### config.mk
export PLATFORM = sky130hd
export DESIGN_NAME = periodic_task_due_scheduler
export DESIGN_NICKNAME = d
export VERILOG_FILES = /design/src/rtl/tds_pkg.sv /design/src/rtl/periodic_task_due_scheduler.sv /design/src/rtl/tds_mem.sv /design/src/rtl/tds_seq.sv
export SDC_FILE = /design/constraint.sdc
export NUM_CORES = 1
export LEC_CHECK = 0
export ABC_AREA = 0
export BUFFER_PORTS_ARGS = -buffer_cell sky130_fd_sc_hd__buf_2
export CAP_MARGIN = 20
export CORE_MARGIN = 4
export CORE_UTILIZATION = 45
export DETAILED_ROUTE_END_ITERATION = 8
export GPL_TIMING_DRIVEN = 0
export SYNTH_ARGS = -nofsm -noshare
export SYNTH_HDL_FRONTEND = slang
export SYNTH_HIERARCHICAL = 1
export SYNTH_SLANG_ARGS = --single-unit
### constraint.sdc
create_clock -name clk -period 15.6 [get_ports clk]
set_input_delay 2.34 -clock clk [delete_from_list [all_inputs] [get_ports clk]]
set_output_delay 2.34 -clock clk [all_outputs]
set_load 0.02 [all_outputs]
### src/rtl/tds_pkg.sv
`default_nettype none

package tds_pkg;

  // table limits
  localparam int TASK_SLOTS_DEF = 8;
  localparam int ID_LIMIT = 8;
  localparam int ID_W = 3;
  localparam int IDC_W = ID_W + 1;
  localparam int TIME_W = 32;

  // command codes
  localparam logic [2:0] CMD_CLEAR = 3'd0;
  localparam logic [2:0] CMD_ADD = 3'd1;
  localparam logic [2:0] CMD_ENABLE = 3'd2;
  localparam logic [2:0] CMD_DISABLE = 3'd3;
  localparam logic [2:0] CMD_TICK = 3'd4;
  localparam logic [2:0] CMD_QUERY = 3'd5;

  // result status codes
  localparam logic [2:0] ST_ADDED = 3'd0;
  localparam logic [2:0] ST_FULL = 3'd1;
  localparam logic [2:0] ST_DUE = 3'd2;
  localparam logic [2:0] ST_NONE = 3'd3;
  localparam logic [2:0] ST_STATS = 3'd4;

  // input beat
  typedef struct packed {
    logic [2:0]        command;
    logic [ID_W-1:0]   task_id;
    logic [TIME_W-1:0] period_len;
    logic [TIME_W-1:0] now_ms;
  } req_t;

  // result beat
  typedef struct packed {
    logic [2:0]        status;
    logic [ID_W-1:0]   task_id_res;
    logic [TIME_W-1:0] run_total;
    logic              enabled;
    logic              last;
  } rsp_t;

  // one task table entry
  typedef struct packed {
    logic [TIME_W-1:0] period;
    logic [TIME_W-1:0] last_run;
    logic [TIME_W-1:0] run_total;
    logic              en;
  } entry_t;

  // memory access from the sequencer
  typedef struct packed {
    logic            rd_en;
    logic [ID_W-1:0] rd_addr;
    logic            wr_en;
    logic [ID_W-1:0] wr_addr;
    entry_t          wdata;
  } mem_cmd_t;

endpackage

`default_nettype wire

### src/rtl/periodic_task_due_scheduler.sv
// periodic task due scheduler
// request channel (req_valid, req_stall, req) carries one command per beat:
// clear, add task, enable, disable, tick with the current time, query stats.
// response channel (rsp_valid, rsp_stall, rsp) returns result beats; the last
// beat of a command has rsp.last set. clear, enable, disable and unused codes
// give no beat.
// task entries live in one synchronous memory with a registered read; the
// sequencer reads, modifies and writes back one entry per cycle unless stalled.
// a tick reads the first entry, then scans the table entry by entry, and
// its final beat is then pushed into the output register.
// one command is worked on at a time; req_stall is high until it is done.
// results go to an output register; while rsp_stall holds that register
// full, the scan pauses on the next due task and the sequencer waits.
// reset empties the table and drops any pending result; table contents are
// not cleared, since add writes an entry before it can be read.
`default_nettype none

module periodic_task_due_scheduler #(
  parameter int TASK_SLOTS = tds_pkg::TASK_SLOTS_DEF
) (
  input  wire logic          clk,
  input  wire logic          rst,
  input  wire logic          req_valid,
  output logic               req_stall,
  input  wire tds_pkg::req_t req,
  output logic               rsp_valid,
  input  wire logic          rsp_stall,
  output tds_pkg::rsp_t      rsp
);

  localparam int CAP = (TASK_SLOTS < tds_pkg::ID_LIMIT) ? TASK_SLOTS : tds_pkg::ID_LIMIT;

  logic              push;
  logic              push_ok;
  tds_pkg::rsp_t     push_beat;
  tds_pkg::mem_cmd_t mem_cmd;
  tds_pkg::entry_t   rdata;

  // task table
  tds_mem #(
    .DEPTH(CAP)
  ) u_mem (
    .clk(clk),
    .mem_cmd(mem_cmd),
    .rdata(rdata)
  );

  // command sequencer
  tds_seq #(
    .TASK_SLOTS(TASK_SLOTS)
  ) u_seq (
    .clk(clk),
    .rst(rst),
    .req_valid(req_valid),
    .req_stall(req_stall),
    .req(req),
    .push(push),
    .push_ok(push_ok),
    .push_beat(push_beat),
    .mem_cmd(mem_cmd),
    .rdata(rdata)
  );

  // output register accepts a new beat when empty or being taken
  assign push_ok = !rsp_valid || !rsp_stall;

  always_ff @(posedge clk) begin
    if (rst) begin
      rsp_valid <= 1'b0;
    end else if (push_ok) begin
      rsp_valid <= push;
    end
  end

  always_ff @(posedge clk) begin
    if (push && push_ok) begin
      rsp <= push_beat;
    end
  end

endmodule

`default_nettype wire

### src/rtl/tds_mem.sv
`default_nettype none

module tds_mem #(
  parameter int DEPTH = tds_pkg::ID_LIMIT
) (
  input  wire logic              clk,
  input  wire tds_pkg::mem_cmd_t mem_cmd,
  output tds_pkg::entry_t        rdata
);

  localparam int AW = (DEPTH > 1) ? $clog2(DEPTH) : 1;

  tds_pkg::entry_t store [DEPTH];

  // one write port, one registered read port
  always_ff @(posedge clk) begin
    if (mem_cmd.wr_en) begin
      store[mem_cmd.wr_addr[AW-1:0]] <= mem_cmd.wdata;
    end
    if (mem_cmd.rd_en) begin
      rdata <= store[mem_cmd.rd_addr[AW-1:0]];
    end
  end

endmodule

`default_nettype wire

### src/rtl/tds_seq.sv
`default_nettype none

module tds_seq #(
  parameter int TASK_SLOTS = tds_pkg::TASK_SLOTS_DEF
) (
  input  wire logic              clk,
  input  wire logic              rst,
  input  wire logic              req_valid,
  output logic                   req_stall,
  input  wire tds_pkg::req_t     req,
  output logic                   push,
  input  wire logic              push_ok,
  output tds_pkg::rsp_t          push_beat,
  output tds_pkg::mem_cmd_t      mem_cmd,
  input  wire tds_pkg::entry_t   rdata
);

  localparam int CAP = (TASK_SLOTS < tds_pkg::ID_LIMIT) ? TASK_SLOTS : tds_pkg::ID_LIMIT;
  localparam int CW = $clog2(CAP + 1);
  localparam int AW = (CAP > 1) ? $clog2(CAP) : 1;

  typedef enum logic [2:0] {
    S_IDLE,
    S_RMW,
    S_QRD,
    S_SCAN,
    S_RESP
  } state_t;

  state_t                       state;
  logic [CW-1:0]                task_count;
  logic [AW-1:0]                idx;
  logic                         have;
  tds_pkg::req_t                req_q;
  tds_pkg::rsp_t                res;

  logic                         full;
  logic                         in_range;
  logic                         due;
  logic                         advance;
  logic                         scan_end;
  logic [tds_pkg::TIME_W-1:0]   elapsed;

  function automatic tds_pkg::rsp_t make_beat(
    input logic [2:0]                 status,
    input logic [tds_pkg::ID_W-1:0]   id,
    input logic [tds_pkg::TIME_W-1:0] runs,
    input logic                       en,
    input logic                       last
  );
    tds_pkg::rsp_t b;
    b.status = status;
    b.task_id_res = id;
    b.run_total = runs;
    b.enabled = en;
    b.last = last;
    return b;
  endfunction

  // table status
  assign full = (task_count == CW'(CAP));
  assign in_range = ({1'b0, req.task_id} < tds_pkg::IDC_W'(task_count));
  assign req_stall = (state != S_IDLE);

  // due test on the entry last read from memory, wrap-safe difference
  assign elapsed = req_q.now_ms - rdata.last_run;
  assign due = rdata.en && (elapsed >= rdata.period);
  assign scan_end = ((CW'(idx) + CW'(1)) == task_count);
  assign advance = !(due && have && !push_ok);
  assign push_beat = res;

  // memory accesses and result push
  always_comb begin
    mem_cmd = '0;
    push = 1'b0;
    case (state)
      S_IDLE: begin
        if (req_valid) begin
          case (req.command)
            tds_pkg::CMD_ADD: begin
              if (!full) begin
                mem_cmd.wr_en = 1'b1;
                mem_cmd.wr_addr = tds_pkg::ID_W'(task_count);
                mem_cmd.wdata.period = req.period_len;
                mem_cmd.wdata.last_run = '0;
                mem_cmd.wdata.run_total = '0;
                mem_cmd.wdata.en = 1'b1;
              end
            end
            tds_pkg::CMD_ENABLE, tds_pkg::CMD_DISABLE, tds_pkg::CMD_QUERY: begin
              mem_cmd.rd_en = in_range;
              mem_cmd.rd_addr = req.task_id;
            end
            tds_pkg::CMD_TICK: begin
              mem_cmd.rd_en = (task_count != '0);
              mem_cmd.rd_addr = '0;
            end
            default: begin
            end
          endcase
        end
      end
      S_RMW: begin
        mem_cmd.wr_en = 1'b1;
        mem_cmd.wr_addr = req_q.task_id;
        mem_cmd.wdata = rdata;
        mem_cmd.wdata.en = (req_q.command == tds_pkg::CMD_ENABLE);
      end
      S_SCAN: begin
        if (advance) begin
          if (due) begin
            mem_cmd.wr_en = 1'b1;
            mem_cmd.wr_addr = tds_pkg::ID_W'(idx);
            mem_cmd.wdata = rdata;
            mem_cmd.wdata.last_run = req_q.now_ms;
            mem_cmd.wdata.run_total = rdata.run_total + 1'b1;
          end
          push = due && have;
          if (!scan_end) begin
            mem_cmd.rd_en = 1'b1;
            mem_cmd.rd_addr = tds_pkg::ID_W'(AW'(idx + 1'b1));
          end
        end
      end
      S_RESP: begin
        push = 1'b1;
      end
      default: begin
      end
    endcase
  end

  // sequencer state and registered results
  always_ff @(posedge clk) begin
    if (rst) begin
      state <= S_IDLE;
      task_count <= '0;
      have <= 1'b0;
    end else begin
      case (state)
        S_IDLE: begin
          if (req_valid) begin
            req_q <= req;
            case (req.command)
              tds_pkg::CMD_CLEAR: begin
                task_count <= '0;
              end
              tds_pkg::CMD_ADD: begin
                if (full) begin
                  res <= make_beat(tds_pkg::ST_FULL, '0, '0, 1'b0, 1'b1);
                end else begin
                  res <= make_beat(tds_pkg::ST_ADDED, tds_pkg::ID_W'(task_count), '0, 1'b0,
                                   1'b1);
                  task_count <= task_count + 1'b1;
                end
                state <= S_RESP;
              end
              tds_pkg::CMD_ENABLE, tds_pkg::CMD_DISABLE: begin
                if (in_range) begin
                  state <= S_RMW;
                end
              end
              tds_pkg::CMD_TICK: begin
                if (task_count == '0) begin
                  res <= make_beat(tds_pkg::ST_NONE, '0, '0, 1'b0, 1'b1);
                  state <= S_RESP;
                end else begin
                  idx <= '0;
                  have <= 1'b0;
                  state <= S_SCAN;
                end
              end
              tds_pkg::CMD_QUERY: begin
                if (in_range) begin
                  state <= S_QRD;
                end else begin
                  res <= make_beat(tds_pkg::ST_STATS, req.task_id, '0, 1'b0, 1'b1);
                  state <= S_RESP;
                end
              end
              default: begin
              end
            endcase
          end
        end
        S_RMW: begin
          state <= S_IDLE;
        end
        S_QRD: begin
          res <= make_beat(tds_pkg::ST_STATS, req_q.task_id, rdata.run_total, rdata.en, 1'b1);
          state <= S_RESP;
        end
        S_SCAN: begin
          if (advance) begin
            if (scan_end) begin
              if (due) begin
                res <= make_beat(tds_pkg::ST_DUE, tds_pkg::ID_W'(idx), '0, 1'b0, 1'b1);
              end else if (have) begin
                res.last <= 1'b1;
              end else begin
                res <= make_beat(tds_pkg::ST_NONE, '0, '0, 1'b0, 1'b1);
              end
              have <= 1'b0;
              state <= S_RESP;
            end else begin
              if (due) begin
                res <= make_beat(tds_pkg::ST_DUE, tds_pkg::ID_W'(idx), '0, 1'b0, 1'b0);
                have <= 1'b1;
              end
              idx <= AW'(idx + 1'b1);
            end
          end
        end
        S_RESP: begin
          if (push_ok) begin
            state <= S_IDLE;
          end
        end
        default: begin
          state <= S_IDLE;
        end
      endcase
    end
  end

  // task count never passes the table capacity
  a_count_cap: assert property (@(posedge clk) disable iff (rst)
    task_count <= CW'(CAP))
    else $error("task count beyond capacity");

  // the scan only writes entries inside the table
  a_scan_wr: assert property (@(posedge clk) disable iff (rst)
    (state == S_SCAN) && mem_cmd.wr_en |-> (tds_pkg::IDC_W'(mem_cmd.wr_addr)
      < tds_pkg::IDC_W'(task_count)))
    else $error("scan write outside table");

  // results pushed mid-scan are due results that never close the command
  a_scan_push: assert property (@(posedge clk) disable iff (rst)
    (state == S_SCAN) && push |-> push_ok && (push_beat.status == tds_pkg::ST_DUE)
      && !push_beat.last)
    else $error("bad mid-scan result");

  // the final beat of every command carries last
  a_resp_last: assert property (@(posedge clk) disable iff (rst)
    (state == S_RESP) |-> res.last)
    else $error("closing result without last");

  // clear empties the table
  a_clear: assert property (@(posedge clk) disable iff (rst)
    (state == S_IDLE) && req_valid && (req.command == tds_pkg::CMD_CLEAR)
      |=> task_count == '0)
    else $error("clear did not empty table");

endmodule

`default_nettype wire
# Yosys cells after proc, flatten, opt, wreduce, memory -nomap -nowiden
# Memory sizes are Yosys's and may differ from the RTL's. A register that Yosys moved wholly into a read port is not among the register bits.
# Cells that the tools add are included.
# Widths: inputs -> output; s select.
[word_totals]
reg_bits = 130
latch_bits = 0
ramBits = 776
mem_bits_ro = 0
output_inout_bits = 42
elab_cells = 127
n_memories = 1
[memory_table]
columns = ["memory", "depth", "width", "read_ports", "rd_clocked_by_memory_dff", "write_ports", "line_no", "rtl"]
rows = [
  ["u_mem.store", 8, 97, 1, 1, 1, "tds_mem.sv:13", "tds_pkg::entry_t store [DEPTH];"],
]
[classes]
add_sub_neg = 5
n_mul = 0
n_div = 0
order_cmp = 2
n_eq_ne = 27
shift = 0
n_mux = 48
bitwise = 1
n_reduce_logical = 25
[ops]
columns = ["op", "count"]
rows = [
  ["$mux 101", 3],
  ["$pmux 101 s3", 1],
  ["$mux 40", 7],
  ["$pmux 40 s3", 2],
  ["$mux 105", 2],
  ["$mux 39", 1],
  ["$mux 38", 1],
  ["$mux 3", 12],
  ["$add 32x1->32 const B", 1],
  ["$ge 32x32->1", 1],
  ["$sub 32x32->32", 1],
  ["$pmux 3 s4", 2],
  ["$pmux 4 s2", 3],
  ["$eq 3x2->1 const B", 5],
  ["$ne 2x2->1 const B", 7],
  ["$reduce_and 6->1", 2],
  ["$eq 3x3->1 const B", 3],
  ["$mux 1", 9],
  ["$reduce_and 9->1", 1],
  ["$mux 4", 2],
  ["$reduce_and 8->1", 1],
  ["$reduce_and 7->1", 1],
  ["$eq 3x1->1 const B", 2],
  ["$logic_not 3->1", 2],
  ["26 further kinds", 36],
]

# Depth between registers and ports, before layout
[logic_depth]
word_depth = 9
mapped_depth = 26

# Cells and area by module
# The synthesis kept the hierarchy.
[modules_own_cells]
columns = ["mod", "instances", "cells_each", "area_each_um2"]
rows = [
  ["tds_mem", 1, 1232, 32093.3],
  ["tds_seq", 1, 902, 7701.1],
  ["periodic_task_due_scheduler", 1, 45, 1239.9],
]

# Least setup slack after synthesis
# OpenSTA, ideal clock, no wires.
[synth_path]
path_kind = "register to register"
startpoint = "reg u_seq/req_q[0] (netlist name)"
endpoint = "mem u_mem/store[0][0] (netlist name), enable pin"
arrival_ns = 10.933
slack_ns = 3.995
stages_incl_launch_ff = 24
path_buffers = 1
period_less_slack_ns = 11.605
cell_sequence = "edfxtp_1 > inv_1 > ha_1 > inv_1 > fa_1 > a21oi_1 > o22ai_1 > a41o_1 > a21oi_1 > o21a_1 > o31ai_1 > o41ai_1 > xnor2_1 > ha_1 > a21o_1 > a21oi_1 > o21ai_0 > nor4_2 > a21oi_2 > buf_2 > a221oi_1 > inv_1 > nand2b_1 > nor3_1"
[synth_lines]
columns = ["item", "line_no", "rtl"]
rows = [
  ["from (decl)", "tds_seq.sv:34", "tds_pkg::req_t req_q;"],
  ["from (signal assigned)", "tds_seq.sv:143", "req_q <= req;"],
  ["to (decl)", "tds_mem.sv:13", ""],
]

==> impl_metrics.csv <==
group,metric,value,unit
yosys,synth-xor-area-share,0.683,%
sta,clock.fmax,117,MHz
status,status,"complete, no violations",
yosys,synth_compound_area_share,4.68,%
clock_network,ctsHoldBuffers,0,
global_routing,grt_pass1_vias,21917,
global_routing,antenna_found_initial,5,
drt,vias,21539,
yosys,ys_ff_latch,1003,
clock_network,numCtsBuffers,103,
pwr,p_leak,15.9,nW
critical_path,critPathBufInv,8,
clock_network,insertion_delay,0.67,ns
yosys,syn-cell-area,41000,sq um
hold_path,worstHoldStart,"u_seq/push_beat[36]",
place,dp_worst_setup_slack,7.06,ns
clock_network,cts_resized,0,
die,ios,116,
yosys,synthMuxAreaShare,13.4,%
yosys,yosys_warnings,6,
yosys,yosysUniqueCellTypes,67,
pwr,vdd_drop_max,0.0929,mV
yosys,synth_top_flop_cell,"edfxtp_1",
sta,setup_viol,0,
die,start_util,45.4,%
drt,post_drt_wl_per_cell,26.2,microns
place,gp_congestion,0.859,
yosys,netlist_instances,2179,
critical_path,cp_data_required_time,15.95,ns
sta,slew_violations,0,
sta,setup_ws,7.06,ns
die,die_x,310,microns
sta,tightest_slew,1.05,ns
hold_path,whs_path_depth,0,
yosys,async_flop_share,0,%
critical_path,r2r_cells,27,
cells_and_area,fill_cells,7162,
clock_network,clock_sinks,1003,
global_routing,grtUsageTotal,20.3,%
die,fp.dieArea,96100,sq um
sta,min_period,8.54,ns
cells_and_area,mostFrequentLayoutCell,"edfxtp_1",
yosys,synth-adder-area-share,2.15,%
die,row_count,110,
sta,timing_hold_violations_final,0,
critical_path,crit_fanout,23,
die,die_h,310,microns
cells_and_area,area_growth,16.2,%
sta,finalCritPeriodShare,54.7,%
drt,vias_per_cell,5.79,
sta,skew,0.0271,ns
sta,maxSlewHeadroom,29.3,%
hold_path,holdCritPathClass,"reg -> reg",
yosys,ys_seq_area_share,73.2,%
sta,rsz0062_at_grt,"false",
clock_network,htreeDepth,3,
critical_path,critPathArrivalTime,8.89,ns
critical_path,cp_common_cell,"buf_12",
yosys,yosys.area_share.simple,3.78,%
critical_path,worstReg2RegEnd,"u_mem/store[2][81]",
critical_path,critPathKind,"reg -> reg",
cells_and_area,multi_input_area,10200,sq um
hold_path,min_delay_worst_endpoint,"rsp[36]",
place,place_inst,3532,
global_routing,overflow,0,
job,max_cap_violations,0,
global_routing,grt_max_degree,41,
cells_and_area,most-common-layout-cells,"edfxtp_1, mux4_2, buf_2, clkbuf_16, mux2_2",
critical_path,r2r_slack,7.06,ns
yosys,syn_nets,2323,
critical_path,crit_path_max_incr_delay,0.81,ns
clock_network,cts_tree,"yes",
critical_path,cp_top_family,"compound AO/OA/AOI/OAI gates",
drt,drtAntennaViolNets,0,
die,core-area,90300,sq um
cells_and_area,final_core_util,52.8,%
critical_path,cpMaxStageDelayCell,"a21oi_2",
yosys,synth_edf_count,994,
drt,drt_wl_total,97.4,mm
clock_network,post_cts_buffers,0,
yosys,avgSynthCellArea,18.8,sq um
place,io_buffers,115,
clock_network,cts_max_path_buffers,3,
clock_network,clk_pin_slew_worst_paths,0.06,ns
pwr,power.total,0.00579,W
critical_path,timing.rr.start,"u_seq/req_q[0]",
cells_and_area,ff_latch_area,30000,sq um
yosys,synth_top_family_by_area,"multiplexers",
cells_and_area,fin_nets,2605,
critical_path,start_kind,"register",
critical_path,critPathCaptureType,"register",
cells_and_area,finalNonFillerCells,3720,
drt,drt-initial-drc-count,1845,
global_routing,grt_pass1_wl,143,mm
drt,dr.pass1.iters,8,
cells_and_area,final_layout_size_suffix_gt1_share,27.1,%
clock_network,root_buffer,"clkbuf_16",
place,dp_hpwl,64.9,mm
drt,drc,0,
pwr,pwr_density_cell,121,nW/um^2
## cell usage after synthesis (3+ instances only)
| cell | count | share of area (%) |
|---|---|---|
| nor3_1 | 11 | 0.13 |
| dfxtp_1 | 9 | 0.44 |
| inv_1 | 85 | 0.78 |
| and3_1 | 16 | 0.24 |
| buf_2 | 19 | 0.23 |
| a22o_1 | 40 | 0.85 |
| o31ai_1 | 3 | 0.055 |
| mux2_2 | 98 | 2.7 |
| o21a_1 | 5 | 0.091 |
| nand2_1 | 87 | 0.80 |
| a41oi_1 | 3 | 0.064 |
| nor2_1 | 62 | 0.57 |
| xnor2_1 | 25 | 0.53 |
| a21oi_1 | 76 | 0.93 |
| nand3_1 | 26 | 0.32 |
| a31oi_1 | 30 | 0.46 |
| buf_4 | 6 | 0.11 |
| buf_6 | 21 | 0.58 |
| nand2b_1 | 25 | 0.38 |
| nor4_1 | 3 | 0.046 |
| edfxtp_1 | 994 | 73 |
| a211oi_1 | 3 | 0.055 |
| o21bai_1 | 5 | 0.091 |
| nor2b_1 | 12 | 0.18 |
| mux4_2 | 194 | 11 |
| ha_1 | 69 | 2.1 |
| mux2i_1 | 3 | 0.073 |
| clkbuf_1 | 44 | 0.40 |
| a221o_1 | 3 | 0.073 |
| o21ai_0 | 61 | 0.74 |
| xor2_1 | 7 | 0.15 |
| nand4_1 | 15 | 0.23 |
| and2_1 | 43 | 0.66 |
| a21o_1 | 33 | 0.60 |
| o211ai_1 | 3 | 0.055 |
## worst reg2reg max path: stages (launching register included)
cell	delay, ns
edfxtp_1	0.45
inv_1	0.09
ha_1	0.16
inv_1	0.06
fa_1	0.41
a21oi_1	0.22
o22ai_1	0.16
a41o_1	0.34
a21oi_1	0.29
o21a_1	0.24
o31ai_1	0.14
o41ai_1	0.33
xnor2_1	0.12
ha_1	0.31
nand4_1	0.09
or2_1	0.29
nor4_1	0.62
nand3_1	0.44
a21oi_2	0.81
buf_2	0.43
a222oi_1	0.17
inv_1	0.24
nand2b_1	0.19
nor2_4	0.60
buf_12	0.30
buf_12	0.25
buf_12	0.24
buf_12	0.22
## final cells by class
class	count	area share, %
buffer	91	1.14
clock buffer	132	5.83
tap	1176	3.08
timing repair buffer	177	3.47
clock inverter	55	1.40
inverter	85	0.669
sequential	1003	63.0
multi-input combinational	1000	21.4
antenna	1	0.00525
## sequential cells by signal (all words and copies together) (netlist names), 3 cells and up
name	count
u_seq/push_beat	40
u_seq/task_count	4
u_mem/rdata	97
u_mem/store	776
u_seq/state	3
u_seq/idx	3
u_seq/req_q	38
rsp	40
## routing by layer
layer | global-route usage [%] | routed length [microns]
met5 | 0 | 0
met4 | 5.06 | 2230
met3 | 2.97 | 5310
met2 | 35.0 | 49100
met1 | 27.6 | 40700
## worst max-delay path by stage
stage                        start            endpoint  slack, ns  depth (start not counted)
finish              u_seq/req_q[0]  u_mem/store[2][81]       7.06                         27
global route        u_seq/req_q[0]  u_mem/store[2][74]       6.61                         27
CTS                 u_seq/req_q[0]  u_mem/store[2][84]       7.02                         27
detailed placement  u_seq/req_q[0]  u_mem/store[2][84]       7.06                         27
global placement    u_seq/req_q[0]  u_mem/store[4][84]      -6.24                         23
floorplan           u_seq/req_q[0]   u_mem/store[0][0]       4.00                         23
## power by group
group	switching, W	internal, W
sequential	0.0000160	0.00299
combinational	0.000173	0.000129
clock	0.00101	0.00148
## per-stage QoR
stage / hold WS, ns / area (sq um) / TNS [ns]
after floorplan: 0.400 / 41000 / 0
after global routing: 0.424 / 47700 / 0
final: 0.416 / 47700 / 0
after global placement: 0.401 / 43100 / -1341.24
after CTS: 0.416 / 47700 / 0
after detailed placement: 0.405 / 44200 / 0
## cell families after synthesis
kind of cell / count (synthesis)
buffers and inverters: 176
xor gates and xnor gates: 32
DFF: 1003
adders and majority gates: 70
muxes: 295
AOI/OAI and AO/OA: 291
and+or+nand+nor: 312
Power figures use the tool's default switching activity.
